**config.mk**
```make
export PLATFORM = sky130hd
export DESIGN_NAME = ewh_divider
export DESIGN_NICKNAME = d
export VERILOG_FILES = /design/src/rtl/assert_macros.svh /design/src/rtl/ewh_pkg.sv /design/src/rtl/ewh_divider.sv
export SDC_FILE = /design/constraint.sdc
export NUM_CORES = 1
export LEC_CHECK = 0
export BUFFER_PORTS_ARGS = -buffer_cell sky130_fd_sc_hd__buf_2
export CORE_MARGIN = 2
export CORE_UTILIZATION = 63
export DETAILED_ROUTE_END_ITERATION = 10
export GPL_ROUTABILITY_DRIVEN = 1
export GPL_TIMING_DRIVEN = 0
export PLACE_DENSITY = 0.89
export SKIP_LAST_GASP = 1
export SLEW_MARGIN = 0
export SYNTH_ARGS = -nofsm -noshare
export SYNTH_HDL_FRONTEND = slang
export SYNTH_SLANG_ARGS = --single-unit
```
**constraint.sdc**
```tcl
create_clock -name clock -period 15 [get_ports clock]
set_input_delay 3 -clock clock [delete_from_list [all_inputs] [get_ports clock]]
set_output_delay 3 -clock clock [all_outputs]
set_load 0.03 [all_outputs]
```
**src/rtl/assert_macros.svh**
```systemverilog
// assertion macros used by the histogram builder core
`ifndef ASSERT_MACROS_SVH
`define ASSERT_MACROS_SVH

// implication or plain property checked on every rising edge outside reset
`define EWH_ASSERT(lbl, clk, rst, prop, msg) \
   lbl: assert property (@(posedge clk) disable iff (rst) prop) else $error(msg);

// condition that must never hold outside reset
`define EWH_NEVER(lbl, clk, rst, expr, msg) \
   lbl: assert property (@(posedge clk) disable iff (rst) !(expr)) else $error(msg);

`endif

```
**src/rtl/ewh_pkg.sv**
```systemverilog
// shared types and constants for the equi-width histogram builder
`timescale 1ns / 1ps
package ewh_pkg;
   localparam int DEF_MAX_SAMPLES = 1024;
   localparam int DEF_MAX_BINS    = 64;

   localparam int SAMPLE_W   = 32;
   localparam int BIN_W      = 6;
   localparam int TALLY_W    = 11;
   localparam int GRAND_W    = 17;
   localparam int CNT16_W    = 16;
   localparam int NB_W       = 7;
   localparam int QUOT_W     = 7;
   localparam int PROD_W     = SAMPLE_W + QUOT_W - 1;
   localparam int CSR_IDX_W  = 2;
   localparam int CSR_DATA_W = 16;
   localparam int RSP_DATA_W = 136;
   localparam int RSP_USER_W = 2;

   localparam logic [SAMPLE_W-1:0] SIGN_BIT = {1'b1, {(SAMPLE_W-1){1'b0}}};

   localparam logic [CSR_IDX_W-1:0] CSR_BIN_COUNT = 2'd0;
   localparam logic [CSR_IDX_W-1:0] CSR_NULLS     = 2'd1;
   localparam logic [CSR_IDX_W-1:0] CSR_DISTINCT  = 2'd2;

   localparam logic [NB_W-1:0] BINS_RESET = 7'd16;

   typedef struct packed {
      logic              done;
      logic [QUOT_W-1:0] quotient;
   } div_result_type;
endpackage

```
**src/rtl/ewh_divider.sv**
```systemverilog
// restoring divider, one quotient bit per cycle, for bin index computation
`timescale 1ns / 1ps
module ewh_divider (
   input  logic                          clock,
   input  logic                          reset,
   input  logic                          start,
   input  logic [ewh_pkg::PROD_W-1:0]    dividend,
   input  logic [ewh_pkg::SAMPLE_W-1:0]  divisor,
   output ewh_pkg::div_result_type       result
);
   import ewh_pkg::*;

   logic              busy_ff;
   logic              done_ff;
   logic [2:0]        step_ff;
   logic [PROD_W-1:0] rem_ff;
   logic [PROD_W-1:0] dvs_ff;
   logic [QUOT_W-1:0] quot_ff;
   logic              ge;

   assign ge = rem_ff >= dvs_ff;

   always_ff @(posedge clock) begin
      if (reset) begin
         busy_ff <= 1'b0;
         done_ff <= 1'b0;
         step_ff <= '0;
      end else begin
         done_ff <= !start && busy_ff && (step_ff == 3'(QUOT_W-1));
         if (start) begin
            busy_ff <= 1'b1;
            step_ff <= '0;
            rem_ff  <= dividend;
            dvs_ff  <= {divisor, {(QUOT_W-1){1'b0}}};
            quot_ff <= '0;
         end else if (busy_ff) begin
            if (ge) begin
               rem_ff <= rem_ff - dvs_ff;
            end
            quot_ff <= {quot_ff[QUOT_W-2:0], ge};
            dvs_ff  <= dvs_ff >> 1;
            step_ff <= step_ff + 3'd1;
            if (step_ff == 3'(QUOT_W-1)) begin
               busy_ff <= 1'b0;
            end
         end
      end
   end

   assign result.done     = done_ff;
   assign result.quotient = quot_ff;
endmodule

```
==> results.sh <==
export IMPL_fin_setup_tns_ns=0
export IMPL_grt_max_degree=32
export IMPL_grt_usage_pct=30.04
export IMPL_drt_pre_antenna_iters=5
export IMPL_post_cts_buffers=0
export IMPL_dp_cells=833
export IMPL_period_needed_ns=4.715
export IMPL_via_per_inst=6.045
export IMPL_worst_setup_path_start_kind="primary input"
export IMPL_antenna_found_initial=0
export IMPL_fin_cells=849
export IMPL_ant_nets=0
export IMPL_multi_input_area_um2=2995
export IMPL_final_common_cell="nand2_1"
export IMPL_cts_buffer_depth=2
export IMPL_synth_enable_flop_cells=83
export IMPL_place_area_um2=6484
export IMPL_clock_latency_ns=0.37
export IMPL_cts_resized=0
export IMPL_vias=5132
export IMPL_n_fill_cell=662
export IMPL_hpwl_um=10910
export IMPL_io_pins=81
export IMPL_syn_avg_cell_area_um2=9.219
export IMPL_place_congestion=0.9148
export IMPL_rows=35
export IMPL_num_nets_final=847
export IMPL_finClkSkew_ns=0.009522
export IMPL_final_max_slew_viol_count=0
export IMPL_regArea_um2=2592
export IMPL_cts_sinks=88
export IMPL_outcome="finished, final reports clean"
export IMPL_dieArea_um2=10140
export IMPL_drt_initial_drc_count=346
export IMPL_wl_per_cell_um=17.00
export IMPL_gr_total_overflow=0
export IMPL_grt_pass1_wl_um=23900
export IMPL_ir_drop_uv=68.97
export IMPL_ys_ff_latch=88
export IMPL_relSlewSlack_pct=42.41
export IMPL_portBuffers=80
export IMPL_area_growth_pct=14.02
export IMPL_synth_area_um2=5891
export IMPL_grt_pass1_vias=5133
export IMPL_path_clk_slew_ns=0.09
export IMPL_max_cap_violations=0
export IMPL_holdBufCountCts=0
export IMPL_p_per_area_nw_per_um2=104.2
export IMPL_diodes=0
export IMPL_ys_types=62
export IMPL_crit_fanout=31
export IMPL_drc=0
export IMPL_coreArea_um2=9153
export IMPL_die_w_um=100.7
export IMPL_synth_async_reset_ratio_pct=0
export IMPL_hold_class="reg2reg"
export IMPL_start_util_pct=64.36
export IMPL_cts_tree="yes"
export IMPL_slowest_stage="or2_2"
export IMPL_path_class="in2reg"
export IMPL_crit_arrival_ns=4.79
export IMPL_rsz0062_at_grt="no"
export IMPL_dieHeight_um=100.7
export IMPL_yosys_warnings=0
export IMPL_synth_nets=753
export IMPL_syn_inst=639
export IMPL_crit_chain="buf_2 -> nor2_1 -> or2_2 -> inv_2 -> buf_12 -> o21ai_0 -> o41ai_4 -> buf_6"
export IMPL_finalSetupViolCount=0
export IMPL_yosysSeqAreaShare_pct=44.01
export IMPL_numCtsBuffers=9
export IMPL_cp_required_ns=15.08
export IMPL_critPathCaptureType="flip-flop"
export IMPL_drive_above_1_share_pct=16.26
export IMPL_crit_path_max_incr_delay_ns=0.33
export IMPL_finalHoldViolCount=0
export IMPL_fin_area_um2=6716
export IMPL_finalCritPeriodShare_pct=31.44
export IMPL_final_cell_mix="nand2_1, buf_2, edfxtp_1"
export IMPL_p_leak_nw=2.866
export IMPL_ys_flop_type="edfxtp_1"
export IMPL_finalWirelength_um=14440
export IMPL_h_tree_depth=3
export IMPL_max_freq_ghz=0.2121
export IMPL_clock_root_buffer="clkbuf_8"
export IMPL_tightest_slew_ns=0.8610
-- worst max-delay path, delay by kind of cell --
family	cells	cell delay [ns]
and+or+nand+nor	2	0.37
buffers and inverters	4	0.99
AOI/OAI and AO/OA	2	0.41
-- cell families (layout without fill, tap and decap cells) --
group           Yosys count  count (layout)  share of synthesized area, %
compound gates          193             193                         20.77
xor+xnor                 35              35                         5.204
fa+ha+maj                41              41                         8.836
buf+inv                  80             179                         5.331
flops                    88              88                         44.01
mux                       2               2                        0.3611
simple gates            200             200                         15.48
-- state kept, by name, summed over array words and instances, names as in the netlist --
register  flops
busy_ff       1
step_ff       3
quot_ff       7
done_ff       1
dvs_ff       38
rem_ff       38
-- cell type report --
class,instances,area share [%]
well taps,111,2.068
inverters,49,2.738
repair buffers,83,6.595
multi-input cells,471,44.60
plain buffers,31,1.937
clock buffers,12,2.962
clock inverters,4,0.5030
flip-flops and latches,88,38.60
-- cells in the mapped netlist (all sizes together), types with 10 or more instances --
master  instances  area (µm²)
nand4          11       68.82
clkbuf         25       95.09
edfxtp         83        2492
xor2           21       183.9
a21oi          36       183.9
o21ai          87       435.4
nor3           13       70.07
nor2b          10       70.06
inv            49       183.9
nand2          99       371.6
a21o           19       142.6
xnor2          14       122.6
nor2           39       148.9
ha             40       500.5
-- path summary, 6_finish.rpt --
path | from | end | slack, ns | cells after the start
hold reg to reg | step_ff[2] | done_ff | 0.54 | 1
hold / removal | step_ff[2] | done_ff | 0.54 | 1
setup / recovery | start | rem_ff[10] | 10.28 | 8
setup reg to reg | dvs_ff[0] | rem_ff[10] | 10.99 | 11
-- power breakdown --
group | internal [mW] | total (mW) | switching (mW)
Clock | 0.0924 | 0.186 | 0.0940
Combinational | 0.0818 | 0.213 | 0.131
Sequential | 0.295 | 0.301 | 0.00599
-- routing by layer --
layer,vias to the layer above,routed length [µm],track usage (%)
met3,32,975,6.311
met2,223,6983,50.87
met1,2401,6187,39.11
li1,2476,-,-
met4,0,288,8.430
met5,-,0,0
-- metrics by stage --
stage	power [mW]	util, %	hold slack (ns)	worst slack [ns]
after floorplan	0.4572	-	0.4467	9.064
after global placement	0.5028	70.25	0.4612	7.839
after detailed placement	0.5123	70.84	0.5225	9.908
after CTS	0.6963	73.38	0.5357	10.27
after global routing	0.7345	73.38	0.5538	10.13
final	0.7001	73.38	0.5381	10.28
Note: power is estimated with default switching activity, not from simulation.
